## src/rtl/core/bdascii_pkg.sv

```systemverilog
`timescale 1ns / 1ps
`default_nettype none

package bdascii_pkg;

  localparam int VALUE_W = 16;
  localparam int BCD_DIGITS = 5;          // enough decimal digits for any 16-bit value
  localparam int MAX_DIGITS = 4;          // largest digit count supported, 2 to 5
  localparam int STEPS_PER_STAGE = 4;     // shift-and-add-3 steps in each stage
  localparam int DD_STAGES = VALUE_W / STEPS_PER_STAGE;
  localparam int POS_W = (MAX_DIGITS > 1) ? $clog2(MAX_DIGITS) : 1;
  localparam int CFG_W = 3;
  localparam int CHAR_W = 6;

  localparam logic [CFG_W-1:0] CFG_RESET = CFG_W'(4);
  localparam logic [CFG_W-1:0] MIN_COUNT = CFG_W'(2);
  localparam logic [CFG_W-1:0] MAX_COUNT = CFG_W'(MAX_DIGITS);

  localparam logic [CHAR_W-1:0] ASCII_ZERO = CHAR_W'(48);
  localparam logic [CHAR_W-1:0] ASCII_NINE = CHAR_W'(57);

  typedef logic [BCD_DIGITS-1:0][3:0] bcd_t;

  typedef struct packed {
    bcd_t               bcd;
    logic [VALUE_W-1:0] bin;
  } dd_t;

  // one shift-and-add-3 step: correct every digit, then shift the next binary bit in
  function automatic dd_t dd_step(dd_t d);
    dd_t r;
    r = d;
    for (int i = 0; i < BCD_DIGITS; i++) begin
      if (r.bcd[i] >= 4'd5) begin
        r.bcd[i] = r.bcd[i] + 4'd3;
      end
    end
    r = r << 1;
    return r;
  endfunction

  function automatic dd_t dd_stage(dd_t d);
    dd_t r;
    r = d;
    for (int s = 0; s < STEPS_PER_STAGE; s++) begin
      r = dd_step(r);
    end
    return r;
  endfunction

endpackage

`default_nettype wire

```

## src/rtl/core/binary_to_decimal_ascii_unit.sv

```systemverilog
`timescale 1ns / 1ps
`default_nettype none

// binary to decimal ascii: each 16-bit word on the value channel comes out as
// its decimal digits in ascii, most significant first, one character per word
// on the output channel, leading zeros dropped (zero gives a single '0').
// digit_count, written through digit_count_we by the user only while the unit is
// idle (the unit does not enforce this), sets how many digits are converted;
// values below 2 act as 2 and values above the supported maximum of four act as
// four. a value that does not fit gives that many '9' characters with overflow
// high on each. last marks the final character of a value. the conversion is a
// four-stage shift-and-add-3 pipeline (four bit steps per stage) feeding a
// character emitter; a taken value passes stage registers 0 to 3, then the
// emitter register. the emitter sends one character per cycle when out_stall
// is low; the pipeline keeps taking values while the emitter is busy, until full.
module binary_to_decimal_ascii_unit
  import bdascii_pkg::*;
(
  input  wire logic                clk,
  input  wire logic                rst,
  // configuration
  input  wire logic                digit_count_we,
  input  wire logic [CFG_W-1:0]    digit_count,
  // input channel
  input  wire logic                in_valid,
  output logic                     in_stall,
  input  wire logic [VALUE_W-1:0]  value,
  // output channel
  output logic                     out_valid,
  input  wire logic                out_stall,
  output logic [CHAR_W-1:0]        character,
  output logic                     last,
  output logic                     overflow
);

  // configuration register, raw as written
  logic [CFG_W-1:0] digits_cfg;

  // conversion pipeline
  logic [DD_STAGES-1:0] stage_valid;
  dd_t                  stage_data [DD_STAGES];
  logic [DD_STAGES-1:0] stage_ready;

  // character emitter
  logic                        em_valid;
  logic [MAX_DIGITS-1:0][3:0]  em_digits;
  logic [POS_W-1:0]            em_pos;
  logic                        em_ovf;
  logic                        em_ready;

  // load values for the emitter
  logic [CFG_W-1:0] eff_count;
  logic [POS_W-1:0] load_pos;
  logic             load_ovf;
  bcd_t             tail_bcd;

  always_ff @(posedge clk) begin
    if (rst) begin
      digits_cfg <= CFG_RESET;
    end else if (digit_count_we) begin
      digits_cfg <= digit_count;
    end
  end

  // a stage moves on when it is empty or the one after it moves on
  assign em_ready = !em_valid || (!out_stall && (em_pos == '0));

  always_comb begin
    stage_ready[DD_STAGES-1] = !stage_valid[DD_STAGES-1] || em_ready;
    for (int i = DD_STAGES - 2; i >= 0; i--) begin
      stage_ready[i] = !stage_valid[i] || stage_ready[i+1];
    end
  end

  assign in_stall = !stage_ready[0];

  always_ff @(posedge clk) begin
    if (rst) begin
      stage_valid <= '0;
    end else begin
      if (stage_ready[0]) begin
        stage_valid[0] <= in_valid;
      end
      for (int i = 1; i < DD_STAGES; i++) begin
        if (stage_ready[i]) begin
          stage_valid[i] <= stage_valid[i-1];
        end
      end
    end
  end

  // payload follows the valid bits, no reset needed
  always_ff @(posedge clk) begin
    if (stage_ready[0]) begin
      stage_data[0] <= dd_stage('{bcd: '0, bin: value});
    end
    for (int i = 1; i < DD_STAGES; i++) begin
      if (stage_ready[i]) begin
        stage_data[i] <= dd_stage(stage_data[i-1]);
      end
    end
  end

  // clamp the configured count into the supported range
  always_comb begin
    eff_count = digits_cfg;
    if (eff_count < MIN_COUNT) begin
      eff_count = MIN_COUNT;
    end
    if (eff_count > MAX_COUNT) begin
      eff_count = MAX_COUNT;
    end
  end

  // overflow when any digit at or above the count is non-zero; otherwise start
  // at the highest non-zero digit below the count (or the units digit for zero)
  always_comb begin
    tail_bcd = stage_data[DD_STAGES-1].bcd;
    load_ovf = 1'b0;
    load_pos = '0;
    for (int i = 0; i < BCD_DIGITS; i++) begin
      if ((CFG_W'(i) >= eff_count) && (tail_bcd[i] != 4'd0)) begin
        load_ovf = 1'b1;
      end
    end
    for (int i = 0; i < MAX_DIGITS; i++) begin
      if ((CFG_W'(i) < eff_count) && (tail_bcd[i] != 4'd0)) begin
        load_pos = POS_W'(i);
      end
    end
    if (load_ovf) begin
      load_pos = POS_W'(eff_count - CFG_W'(1));
    end
  end

  always_ff @(posedge clk) begin
    if (rst) begin
      em_valid <= 1'b0;
    end else if (em_ready) begin
      em_valid <= stage_valid[DD_STAGES-1];
    end
  end

  always_ff @(posedge clk) begin
    if (em_ready) begin
      for (int i = 0; i < MAX_DIGITS; i++) begin
        em_digits[i] <= tail_bcd[i];
      end
      em_pos <= load_pos;
      em_ovf <= load_ovf;
    end else if (!out_stall) begin
      // current character taken, step down to the next digit
      em_pos <= em_pos - POS_W'(1);
    end
  end

  assign out_valid = em_valid;
  assign character = em_ovf ? ASCII_NINE : (ASCII_ZERO + {2'b00, em_digits[em_pos]});
  assign last      = (em_pos == '0);
  assign overflow  = em_ovf;

endmodule

`default_nettype wire

```

## config.mk

```make
export PLATFORM = sky130hd
export DESIGN_NAME = binary_to_decimal_ascii_unit
export DESIGN_NICKNAME = d
export VERILOG_FILES = /design/src/rtl/core/bdascii_pkg.sv /design/src/rtl/core/binary_to_decimal_ascii_unit.sv
export SDC_FILE = /design/constraint.sdc
export NUM_CORES = 1
export LEC_CHECK = 0
export BUFFER_PORTS_ARGS = -buffer_cell sky130_fd_sc_hd__buf_2
export CORE_UTILIZATION = 50
export DETAILED_ROUTE_END_ITERATION = 16
export GPL_ROUTABILITY_DRIVEN = 0
export PLACE_DENSITY = 0.65
export SYNTH_ARGS = -nofsm -noshare
export SYNTH_HDL_FRONTEND = slang
export SYNTH_SLANG_ARGS = --single-unit
```

## constraint.sdc

```tcl
create_clock -name clk -period 8.65 [get_ports clk]
set_input_delay 1.73 -clock clk [delete_from_list [all_inputs] [get_ports clk]]
set_output_delay 1.73 -clock clk [all_outputs]
set_load 0.05 [all_outputs]
```

# == After elaboration in Yosys (flattened, before gate mapping) ==
# Memory sizes are Yosys's and may differ from the RTL's.
# Index checks and enable logic that the tools add are counted.
# Widths: inputs -> output; s select.
# word_totals
out_inout_bits,10
ramBits,128
regBits,27
wordCells,352
mem_count,1
# classes
n_eq_ne,1
muxes,161
n_reduce_logical,27
n_addsub,71
magnitude_cmp,79
# mem_list
memory,words,word_bits,rd,rd_clocked_by_memory_dff,write_ports,line,source
stage_data,4,32,4,0,4,binary_to_decimal_ascii_unit.sv:41,dd_t stage_data [DD_STAGES];
# ops
op,count
$mux 4,113
$ge 4x3->1 const B,67
$add 4x2->4 const B,55
$mux 3,27
$add 3x2->3 const B,12
$reduce_bool 4->1,5
$mux 1,14
$mux 2,5
$logic_and 1x1->1,9
$bmux 4 s2,1
$logic_not 1->1,7
$add 5x5->6 const A,1
$ge 1x3->1 const A,2
$ge 2x3->1 const A,2
$lt 2x3->1 const A,2
$mux 6,1
$logic_or 1x1->1,5
$sub 2x1->2 const B,2
$add 1x2->3 const B,1
$ge 1x3->1 const B,1
$ge 3x3->1 const A,1
$gt 3x3->1 const B,1
$lt 1x3->1 const A,1
$lt 2x3->1 const B,1
other kinds (3),3

# == Longest topological paths before layout ==
# Gate-level depths: netlist (run 1).
# logic_depth
word_depth,16
depth_mapped,18
ltp_nobuf,18

# == Least setup slack after synthesis (run 1) ==
# Ideal clock, no wire load.
# synth_timing
path_kind,input to output
startpoint,input port out_stall
endpoint,output port in_stall
n_path_buf,0
arrival_ps,3838
required_time_ps,6920
stages,5
slack_ps,3082
path_cell_list,inv_1 > a21boi_1 > nand4_1 > or2_2 > inv_1
# synth_via
elab_chain_len,8
# synth_rtl
item,line,source
"start, declared",binary_to_decimal_ascii_unit.sv:30,"input wire logic out_stall,"
$logic_not 1->1,--,
$logic_and 1x1->1,binary_to_decimal_ascii_unit.sv:66,assign em_ready = !em_valid || (!out_stall && (em_pos == '0));
$logic_or 1x1->1,binary_to_decimal_ascii_unit.sv:66,
$logic_or 1x1->1,binary_to_decimal_ascii_unit.sv:69,stage_ready[DD_STAGES-1] = !stage_valid[DD_STAGES-1] || em_ready;
$logic_or 1x1->1 (2 in series),binary_to_decimal_ascii_unit.sv:71,stage_ready[i] = !stage_valid[i] || stage_ready[i+1];
via stage_ready[1],binary_to_decimal_ascii_unit.sv:42,logic [DD_STAGES-1:0] stage_ready;
$logic_or 1x1->1,binary_to_decimal_ascii_unit.sv:71,
$logic_not 1->1,binary_to_decimal_ascii_unit.sv:75,assign in_stall = !stage_ready[0];
"end, declared",binary_to_decimal_ascii_unit.sv:26,"output logic in_stall,"
# The timed path passes the listed nets, and every way through them passes these cells.

# == Final worst setup path (run 1) ==
# Same ends and word-level chain as after synthesis.

==> key figures, run 1 <==
Outcome
  – Status: completed

Clock network
  – Clock buffer count from CTS: 9
  – Maximum root-to-sink buffer count: 2
  – Worst-path clk slew: around 70 ps
  – Clk sink count: a little over 100
  – Hold_buf cts: 0
  – Worst skew pair latency: 350 ps
  – Root buffer selected by CTS: clkbuf_16
  – Postcts setup bufs: 0
  – Post_cts resized: 0
  – CTS tree: yes
  – H-Tree Depth: 3

Timing
  – Fin crit share: 0.6296
  – Worst slew pin tran: slightly above 1000 ps
  – Minimum clock period: 5446 ps
  – Layout Skew: between 10 and 15 ps
  – Final Hold Vio Count: 0
  – Pins Over Slew Limit: 0
  – RSZ-0062 raised after global routing: false
  – Final setup violation count: 0
  – Fmax: ~0.18 GHz
  – Slew Limit Headroom: 0.3056
  – Min Hold Slack: 412.8 ps
  – Fin Setup TNS: 0 ps

GRT
  – Vias in the first global route: between 5k and 6k
  – Antenna violations before repair: 0
  – Pin count of the biggest net entering global routing: 29
  – Grt total ovfl: 0
  – First-pass GRT wire length: between 20000 and 25000 um
  – Total Routing Usage GR: 0.1979

Detailed routing
  – Via Count: a little under 6k
  – Routed Wire Length: 14270 um
  – Vias per inst: 5.818
  – DRC: 0
  – Routed Antenna Nets: 0
  – Starting DRT DRC Count: ~330
  – Wire per inst: between 10 and 15 um
  – DR pass1 iterations: 4

Synthesis
  – Post-synth top cells: edfxtp_1 (93), a21oi_1 (74), nand2_1 (68)
  – Share of synthesized registers carrying an async set or reset: 0
  – EDFF count, synth: 93
  – Flip-flop and latch count after synthesis: 101
  – Yosys cell types: 80
  – Yosys warns: 0
  – Main area contributors after synthesis: edfxtp_1 (38%), ha_1 (6.4%), a21oi_1 (5.0%)
  – Seq/Total Area, Yosys: 0.4004
  – Yosys top cell by area: edfxtp_1
  – Synth top area share: 0.3787
  – Ys flop type: edfxtp_1
  – Synthesized area: around 7400 um^2
  – Most common cell in the synthesized netlist: edfxtp_1
  – Avg Cell Area, Syn: around 9.3 um^2
  – Cells after Synth: 791

Worst setup path
  – R2r endpoint: stage_data[2][17]
  – Worst Setup End Kind: output port
  – Critical Path RT: roughly 6900 ps
  – Crit path capture: in_stall
  – Worst Setup SP: out_stall
  – Critical path class: in -> out
  – RR Startpoint: stage_data[1][12]
  – Critical Path Fanout Max: 20
  – Crit start category: primary input
  – Worst R2R Path Depth: 16
  – Slack of the worst reg-to-reg path: 4670 ps
  – Crit path DAT: between 3000 and 4000 ps

Flow run
  – Max cap viols: 0

Final layout
  – Nets@finish: between 800 and 900
  – Share of layout cells above drive strength 1: 0.1162
  – Layout area overhead: 7.533%
  – Diode count: 0

Floorplanning
  – Die height: approximately 120 um
  – Number of I/O pins: 34
  – Die area: between 15000 and 20000 um^2
  – FP Rows: 44
  – Core ar.: 14480 um^2
  – Die W: between 100 and 150 um
  – Initial Util: 0.5093

Placed design
  – Port buffer count: 31
  – Post-DP HPWL: approximately 11000 um

Min path
  – Hold Path Class: reg -> reg
## metal layers
layer	share of wire	GRT usage	up-vias
li1	-	-	2938
met1	0.45	0.2412	2715
met2	0.50	0.3488	106
met3	0.035	0.03459	18
met4	0.019	0.07154	0
met5	0	0	-
## cells in the final DEF (no fill, tap or decap), types with 11 or more instances in the layout
cell type,n
a21oi_1,74
buf_2,31
nand3_1,16
o21ai_0,56
a21o_1,11
mux2i_1,21
nand2b_1,19
inv_1,54
nand2_1,68
nor3_1,14
a211oi_1,14
xnor2_1,22
o21a_1,11
o22ai_1,13
ha_1,38
nor2_1,63
edfxtp_1,93
## worst max-delay path, stage by stage
cell	delay [ps]
buf_2	90
inv_1	30
a21boi_1	510
nand4_1	190
buf_4	250
or2_2	490
inv_1	140
buf_2	270
## sequential cells by signal (all words and copies together) (netlist names)
name         cells
digits_cfg       3
em_digits       16
em_pos           2
out_valid        1
overflow         1
stage_data      74
stage_valid      4
## final cells by class
| type | instances | area, um^2 |
|---|---|---|
| multi-input combinational | 604 | 4076 |
| sequential | 101 | 2953 |
| inverter | 55 | 206.4 |
| tap | 184 | 230.2 |
| clock inverter | 6 | 55.05 |
| timing repair buffer | 33 | 170.2 |
| fill | 1306 | 6549 |
| clock buffer | 10 | 239.0 |
## kinds of logic after synthesis
logic type               after synthesis  synth area share
AO/OA/AOI/OAI                        264            0.2370
multiplexers                          37           0.06108
XOR/XNOR                              29           0.03699
AND/OR/NAND/NOR                      234            0.1522
adder cells (fa/ha/maj)               38           0.06447
buffers and inverters                 87           0.04733
flip-flops                           101            0.4004
other                                  1         0.0005085
## through the flow
| stage | util | std cells | instance area (um^2) | setup slack (ps) |
|---|---|---|---|---|
| after global routing | 0.5477 | 993 | 7930 | 3034 |
| after CTS | 0.5477 | 993 | 7930 | 3190 |
| after global placement | 0.5274 | 977 | 7636 | 3260 |
| final | 0.5477 | 993 | 7930 | 3204 |
| after floorplan | - | 792 | 7378 | 3082 |
| after detailed placement | 0.5274 | 977 | 7636 | 3203 |
## worst min path at each step
stage,start,endpoint,slack (ps),cells after the start
global route,stage_data[2][8],stage_data[3][12],430,0
global placement,stage_data[0][3],stage_data[1][7],400,0
floorplan,stage_data[0][6],stage_data[1][10],400,0
CTS,stage_data[2][8],stage_data[3][12],410,0
detailed placement,stage_data[1][6],stage_data[2][10],410,0
finish,stage_data[2][8],stage_data[3][12],410,0
Power of run 1 is left out: the tool's default activity adds up to more than one toggle a clock period on the data nets, which glitch-free logic cannot reach.
==> run 2, diff against run 1 <==
--- a/config.mk
+++ b/config.mk
@@ -5,11 +5,12 @@
 export SDC_FILE = /design/constraint.sdc
 export NUM_CORES = 1
 export LEC_CHECK = 0
+export ABC_AREA = 1
 export BUFFER_PORTS_ARGS = -buffer_cell sky130_fd_sc_hd__buf_2
 export CORE_UTILIZATION = 50
 export DETAILED_ROUTE_END_ITERATION = 16
 export GPL_ROUTABILITY_DRIVEN = 0
-export PLACE_DENSITY = 0.65
+export PLACE_DENSITY = 0.68
 export SYNTH_ARGS = -nofsm -noshare
 export SYNTH_HDL_FRONTEND = slang
 export SYNTH_SLANG_ARGS = --single-unit
==> constraint.sdc (replaced) <==
create_clock -name clk -period 4.9 [get_ports clk]
set_input_delay 0.98 -clock clk [delete_from_list [all_inputs] [get_ports clk]]
set_output_delay 0.98 -clock clk [all_outputs]
set_load 0.05 [all_outputs]
==> run 2 against run 1 <==
Compared with the run above: first-iteration DRC count down 38%; area after synthesis down 7.4%; register-to-register slack got worse by 3200 ps; count of clock-buffer cells in the layout unchanged; final cell count up 6.9%; die area fell by 7.3%.
==> key figures, run 2 <==
Synthesis
  – Ys flop type: edfxtp_1 (unchanged)
  – Synth Area in Compound Gates: 0.07110 (was 0.2370)
  – Most common cell in the synthesized netlist: nand2_1 (was edfxtp_1)
  – Largest family of logic cells by synthesized area: simple AND/OR/NAND/NOR gates (was compound AO/OA/AOI/OAI gates)
  – Simple-gate share of the synthesized area: 0.3170 (was 0.1522)
  – Synth top area share: 0.4090 (was 0.3787)
  – Synth Area in Adders: 0.06964 (was 0.06447)
  – Yosys warns: 0 (unchanged)
  – Main area contributors after synthesis: edfxtp_1 (41%), nand2_1 (13%), inv_1 (7.6%) (was edfxtp_1 (38%), ha_1 (6.4%), a21oi_1 (5.0%))
  – Seq/Total Area, Yosys: 0.4325 (was 0.4004)
  – Cells after Synth: 839 (was 791)
  – Post-synth top cells: nand2_1 (237), inv_1 (139), edfxtp_1 (93) (was edfxtp_1 (93), a21oi_1 (74), nand2_1 (68))
  – Yosys top cell by area: edfxtp_1 (unchanged)
  – Avg Cell Area, Syn: 8.138 um^2 (was 9.323 um^2)
  – Synthesized area: 6828 um^2 (was 7375 um^2)
  – Yosys cell types: 44 (was 80)
  – Multiplexer share of the synthesized area: 0 (was 0.06108)
  – Flip-flop and latch count after synthesis: 101 (unchanged)
  – EDFF count, synth: 93 (unchanged)
  – Xor-xnor portion of the synthesized cell area: 0.02675 (was 0.03699)
  – Share of synthesized registers carrying an async set or reset: 0 (unchanged)

Timing
  – Minimum clock period: 4323 ps
  – Min Hold Slack: 417.4 ps (was 412.8 ps)
  – Worst slew pin tran: 666.1 ps (was 1039 ps)
  – Final setup violation count: 0 (unchanged)
  – Fin Setup TNS: 0 ps (unchanged)
  – Pins Over Slew Limit: 0 (unchanged)
  – Slew Limit Headroom: 0.5555 (was 0.3056)
  – Layout Skew: 5.017 ps (was 10.98 ps)
  – Fmax: between 0.2 and 0.25 GHz
  – Fin crit share: 0.8822
  – Final Hold Vio Count: 0 (unchanged)
  – RSZ-0062 raised after global routing: false (unchanged)

Final layout
  – Number of flip-flops in the largest register: 74 (unchanged)
  – Commonest non-fill, non-tap cell in the layout: nand2_1 (was edfxtp_1)
  – Largest reg by FF count: stage_data (unchanged)
  – Fillers: 1212 (was 1306)
  – Area of the multi-input gates: 3322 um^2 (was 4076 um^2)
  – Fin area: 7513 um^2 (was 7930 um^2)
  – Share of layout cells above drive strength 1: 0.1558 (was 0.1162)
  – Seq. cell area: 2953 um^2 (unchanged)
  – Top flop regs: stage_data x74, em_digits x16, stage_valid x4 (unchanged)
  – Layout area overhead: 10.04% (was 7.533%)
  – Most frequent cells in the layout: nand2_1 (236), inv_1 (139), edfxtp_1 (93), nand3_1 (69), nor2_1 (53) (was edfxtp_1 (93), a21oi_1 (74), nand2_1 (68), nor2_1 (63), o21ai_0 (56))
  – Nets@finish: 943 (was 866)
  – Diode count: 0 (unchanged)
  – Non-filler instance count after layout: 1062 (was 993)

Clock network
  – CTS tree: yes (unchanged)
  – Root buffer selected by CTS: clkbuf_16 (unchanged)
  – Post_cts resized: 0 (unchanged)
  – Maximum root-to-sink buffer count: 2 (unchanged)
  – Clock buffer count from CTS: 9 (unchanged)
  – H-Tree Depth: 3 (unchanged)
  – Postcts setup bufs: 0 (unchanged)
  – Worst-path clk slew: 70 ps (about the same)
  – Hold_buf cts: 0 (unchanged)
  – Clk sink count: 101 (unchanged)
  – Worst skew pair latency: 350 ps (about the same)

GRT
  – First-pass GRT wire length: 19470 um (was 23800 um)
  – Vias in the first global route: 4783 (was 5154)
  – Pin count of the biggest net entering global routing: 23 (was 29)
  – Total Routing Usage GR: 0.1682 (was 0.1979)
  – Grt total ovfl: 0 (unchanged)
  – Antenna violations before repair: 0 (unchanged)

Worst setup path
  – R2r endpoint: stage_data[0][2] (was stage_data[2][17])
  – Worst Setup End Kind: output port (unchanged)
  – Critical path class: reg -> out (was in -> out)
  – Crit start category: flip-flop (was primary input)
  – Critical Path RT: 3920 ps (was 6920 ps)
  – Critical Path Fanout Max: 22 (was 20)
  – RR Startpoint: em_pos[0] (was stage_data[1][12])
  – Crit path DAT: 3340 ps (was 3720 ps)
  – Worst R2R Path Depth: 14 (was 16)
  – Slack of the worst reg-to-reg path: 1510 ps (was 4670 ps)

Detailed routing
  – Wire per inst: 10.02 um (was 14.37 um)
  – Via Count: 5135 (was 5777)
  – DR pass1 iterations: 4 (unchanged)
  – Vias per inst: 4.835 (was 5.818)
  – Routed Wire Length: 10650 um (was 14270 um)
  – Routed Antenna Nets: 0 (unchanged)
  – Starting DRT DRC Count: 200 (was 325)
  – DRC: 0 (unchanged)

Floorplanning
  – FP Rows: 42 (was 44)
  – Initial Util: 0.5136 (was 0.5093)
  – Die W: 118.9 um (was 123.4 um)
  – Core ar.: 13300 um^2 (was 14480 um^2)
  – Number of I/O pins: 34 (unchanged)
  – Die height: 118.9 um (was 123.4 um)
  – Die area: 14130 um^2 (was 15240 um^2)

Flow run
  – Max cap viols: 0 (unchanged)

Placed design
  – Port buffer count: 31 (unchanged)
  – Cells after DPL: 1046 (was 977)
  – Post-DP Area: 7213 um^2 (was 7636 um^2)
  – Post-DP HPWL: 8510 um (was 10840 um)

Outcome
  – Status: completed (unchanged)

Min path
  – Critical hold path startpoint: stage_data[1][8] (was stage_data[2][8])
  – Worst Hold Depth: 0 (unchanged)
  – Worst Hold Path EP: stage_data[2][12] (was stage_data[3][12])
  – Hold Path Class: reg -> reg (unchanged)
## run 2: cell types whose count changed after synthesis, moves of 18 or more
cell	change
nand2b_1	-19
nand3_1	+53
a21oi_1	-53
clkbuf_1	-22
nand4_1	+18
inv_1	+85
nand3_2	+20
mux2i_1	-21
nand2_1	+169
o21ai_0	-28
nand2_2	+36
xnor2_1	-21
## run 2: worst max path at each step
stage / cells past startpoint / slack (ps) / endpoint / startpoint
after floorplan: 12 / 180 / in_stall / em_pos[0]
final: 14 / 580 / in_stall / em_pos[0]
after global routing: 14 / 260 / in_stall / em_pos[0]
after detailed placement: 14 / 920 / in_stall / em_pos[0]
after global placement: 12 / 980 / in_stall / out_stall
after CTS: 14 / 540 / in_stall / em_pos[0]
## run 2: area by class of cell
| class | count | share of cell area |
|---|---|---|
| clock buffers | 10 | 0.03047 |
| inverters | 144 | 0.07194 |
| multi-input cells | 591 | 0.4421 |
| clock inverters | 6 | 0.009492 |
| repair buffers | 34 | 0.02365 |
| flip-flops and latches | 101 | 0.3930 |
| well taps | 176 | 0.02931 |
## run 2: metal layers
| layer | up-vias | share of wire | track usage |
|---|---|---|---|
| li1 | 2823 | - | - |
| met1 | 2242 | 0.47 | 0.1985 |
| met2 | 60 | 0.48 | 0.3037 |
| met3 | 10 | 0.030 | 0.03592 |
| met4 | 0 | 0.015 | 0.05301 |
| met5 | - | 0 | 0 |
## run 2: cell families (layout without fill, tap and decap cells)
logic type,Yosys count,in the layout
buf+inv,148,194
fa+ha+maj,38,38
simple gates,454,454
flops,101,101
compound gates,80,80
other cells,1,2
xor+xnor,17,17
## run 2: critical path, cell delays in order, from the launching register on
cell	delay [ps]
edfxtp_1	480
clkinv_1	280
ha_1	290
inv_1	70
o21ai_2	50
buf_4	210
inv_1	150
nand2_2	310
nor2_1	190
inv_1	60
buf_4	220
nor2_1	130
inv_1	60
nor2_1	200
buf_2	310
## run 2: through the flow
stage               worst slack, ps  utilization
floorplan                     178.9            -
global placement              983.5       0.5425
detailed placement            923.7       0.5425
CTS                           541.4       0.5651
global route                  260.6       0.5651
finish                        577.2       0.5651
Power of run 2 is left out for the same reason.
==> run 3, diff against run 2 <==
--- a/config.mk
+++ b/config.mk
@@ -10,7 +10,7 @@
 export CORE_UTILIZATION = 50
 export DETAILED_ROUTE_END_ITERATION = 16
 export GPL_ROUTABILITY_DRIVEN = 0
-export PLACE_DENSITY = 0.68
+export PLACE_DENSITY = 0.72
 export SYNTH_ARGS = -nofsm -noshare
 export SYNTH_HDL_FRONTEND = slang
 export SYNTH_SLANG_ARGS = --single-unit
==> run 3 against run 2 <==
Compared with the run above: non-clock buffer count is the same; die area is the same; fmax up 6.8%; worst hold slack better by 5.3 ps; count of clock-buffer cells in the layout down 1; routed wire length up 1.6%; sequential share of layout area up 0.066 points; critical path depth decreased by 1; register-to-register slack gained 210 ps; global-route usage grew 0.22 points; final cell count unchanged; critical path type unchanged; critical endpoint unchanged.
==> key figures, run 3 (same netlist as run 2, synthesis figures left out) <==
GRT
  – First-pass GRT wire length: 19780 um (was 19470 um)
  – GR Layer Usage met2: 0.2968 (was 0.3037)
  – Grt met3 use: 0.03975 (was 0.03592)
  – Global Route met1 Usage: 0.2052 (was 0.1985)
  – Grt total ovfl: 0 (unchanged)
  – Pin count of the biggest net entering global routing: 23 (unchanged)
  – Antenna violations before repair: 0 (unchanged)
  – Vias in the first global route: 4821 (was 4783)
  – Total Routing Usage GR: 0.1704 (was 0.1682)
  – Most Used Layer, Global Route: met2 (unchanged)

Floorplanning
  – Initial Util: 0.5136 (unchanged)
  – Number of I/O pins: 34 (unchanged)
  – Die height: 118.9 um (unchanged)
  – FP Rows: 42 (unchanged)
  – Die W: 118.9 um (unchanged)
  – Core ar.: 13300 um^2 (unchanged)
  – Die area: 14130 um^2 (unchanged)

Detailed routing
  – DR pass1 iterations: 5 (was 4)
  – Routed Antenna Nets: 0 (unchanged)
  – Via Count: 5171 (was 5135)
  – Starting DRT DRC Count: 227 (was 200)
  – Vias per inst: 4.869 (was 4.835)
  – DRC: 0 (unchanged)
  – Wire per inst: 10.18 um (was 10.02 um)
  – Routed Wire Length: 10820 um (was 10650 um)

Timing
  – Worst slew pin tran: 661.7 ps (was 666.1 ps)
  – Final Hold Vio Count: 0 (unchanged)
  – RSZ-0062 raised after global routing: false (unchanged)
  – Fin Setup TNS: 0 ps (unchanged)
  – Fin crit share: 0.8257 (was 0.8822)
  – Minimum clock period: 4046 ps (was 4323 ps)
  – Final setup margin: 854.3 ps (was 577.2 ps)
  – Layout Skew: 8.874 ps (was 5.017 ps)
  – Slew Limit Headroom: 0.5584 (was 0.5555)
  – Pins Over Slew Limit: 0 (unchanged)
  – Final setup violation count: 0 (unchanged)
  – Fmax: 0.2472 GHz (was 0.2313 GHz)

Final layout
  – Diode count: 0 (unchanged)
  – Number of flip-flops in the largest register: 74 (unchanged)
  – Final core occ: 0.5642 (was 0.5651)
  – Share of layout cells above drive strength 1: 0.1558 (unchanged)
  – Largest reg by FF count: stage_data (unchanged)
  – Most frequent cells in the layout: nand2_1 (236), inv_1 (139), edfxtp_1 (93), nand3_1 (69), nor2_1 (53) (unchanged)
  – Commonest non-fill, non-tap cell in the layout: nand2_1 (unchanged)
  – Layout area overhead: 9.859% (was 10.04%)
  – Fillers: 1201 (was 1212)
  – Top flop regs: stage_data x74, em_digits x16, stage_valid x4 (unchanged)
  – Nets@finish: 943 (unchanged)

Clock network
  – H-Tree Depth: 3 (unchanged)
  – CTS tree: yes (unchanged)
  – Maximum root-to-sink buffer count: 2 (unchanged)
  – Clk sink count: 101 (unchanged)
  – Root buffer selected by CTS: clkbuf_16 (unchanged)
  – Hold_buf cts: 0 (unchanged)
  – Postcts setup bufs: 0 (unchanged)
  – Clock buffer count from CTS: 9 (unchanged)
  – Worst skew pair latency: 350 ps (about the same)
  – Post_cts resized: 0 (unchanged)
  – Worst-path clk slew: 70 ps (about the same)

Outcome
  – Status: completed (unchanged)

Flow run
  – Max cap viols: 0 (unchanged)

Worst setup path
  – Critical Path Fanout Max: 22 (unchanged)
  – Crit path cell chain: clkinv_1 -> ha_1 -> inv_1 -> o21ai_2 -> buf_4 -> inv_1 -> nand2_2 -> nor2_1 -> inv_1 -> nor2_1 -> inv_1 -> nor2_1 -> buf_2 (was clkinv_1 -> ha_1 -> inv_1 -> o21ai_2 -> buf_4 -> inv_1 -> nand2_2 -> nor2_1 -> inv_1 -> buf_4 -> nor2_1 -> inv_1 -> nor2_1 -> buf_2)
  – Crit start category: flip-flop (unchanged)
  – Max stage delay cell, worst path: edfxtp_1 (unchanged)
  – Worst Setup End Kind: output port (unchanged)
  – Worst path max stage delay: 500 ps (was 480 ps)
  – Critical Path RT: 3920 ps (about the same)
  – Crit path DAT: 3070 ps (was 3340 ps)
  – Worst R2R Path Depth: 20 (was 14)
  – Cell mode on critical path: inv_1 (unchanged)
  – Critical path class: reg -> out (unchanged)

Placed design
  – Dpl ws: 1219 ps (was 923.7 ps)
  – Post-DP HPWL: 8488 um (was 8510 um)
  – Port buffer count: 31 (unchanged)

Min path
  – Hold Path Class: reg -> reg (unchanged)
  – Worst Hold Depth: 0 (unchanged)
run 3: cell types whose count changed in the layout (fill, tap and decap cells not counted), sizes merged:
cell and delta:
bufinv -1, clkinv -1, clkinvlp -1, inv +4
clkbuf -1
run 3: path summary, 6_finish.rpt:
check,startpoint,end,slack [ps]
worst max register to register,stage_data[0][12],stage_data[1][17],1720
worst min-delay path,stage_data[1][4],stage_data[2][8],420
worst max-delay path,em_pos[0],in_stall,850
worst min register to register,stage_data[1][4],stage_data[2][8],420
run 3: stage by stage:
stage	hold slack, ps	instances	cell area [um^2]
finish	422.7	1062	7501
floorplan	400.3	840	6838
global route	424.1	1062	7501
detailed placement	404.5	1046	7213
global placement	401.7	1046	7213
CTS	421.7	1062	7501
run 3: cell type report:
class	count	area, um^2	area share
inverter	144	540.5	0.07206
sequential	101	2953	0.3937
clock buffer	9	225.2	0.03003
timing repair buffer	34	177.7	0.02369
tap	176	220.2	0.02936
clock inverter	7	62.56	0.008340
multi-input combinational	591	3322	0.4429
run 3: layer usage:
metal  share of wire  wire length, um
met5               0                0
met2            0.48             5221
met4           0.015              162
met1            0.48             5163
met3           0.025              269
run 3: critical path: cells and delay by family, from the launching register on:
family | cells | cell delay (ps)
buffers and inverters | 7 | 1140
and+or+nand+nor | 4 | 720
DFF | 1 | 500
adders and majority gates | 1 | 300
AOI/OAI and AO/OA | 1 | 50
Power of run 3 is left out for the same reason.
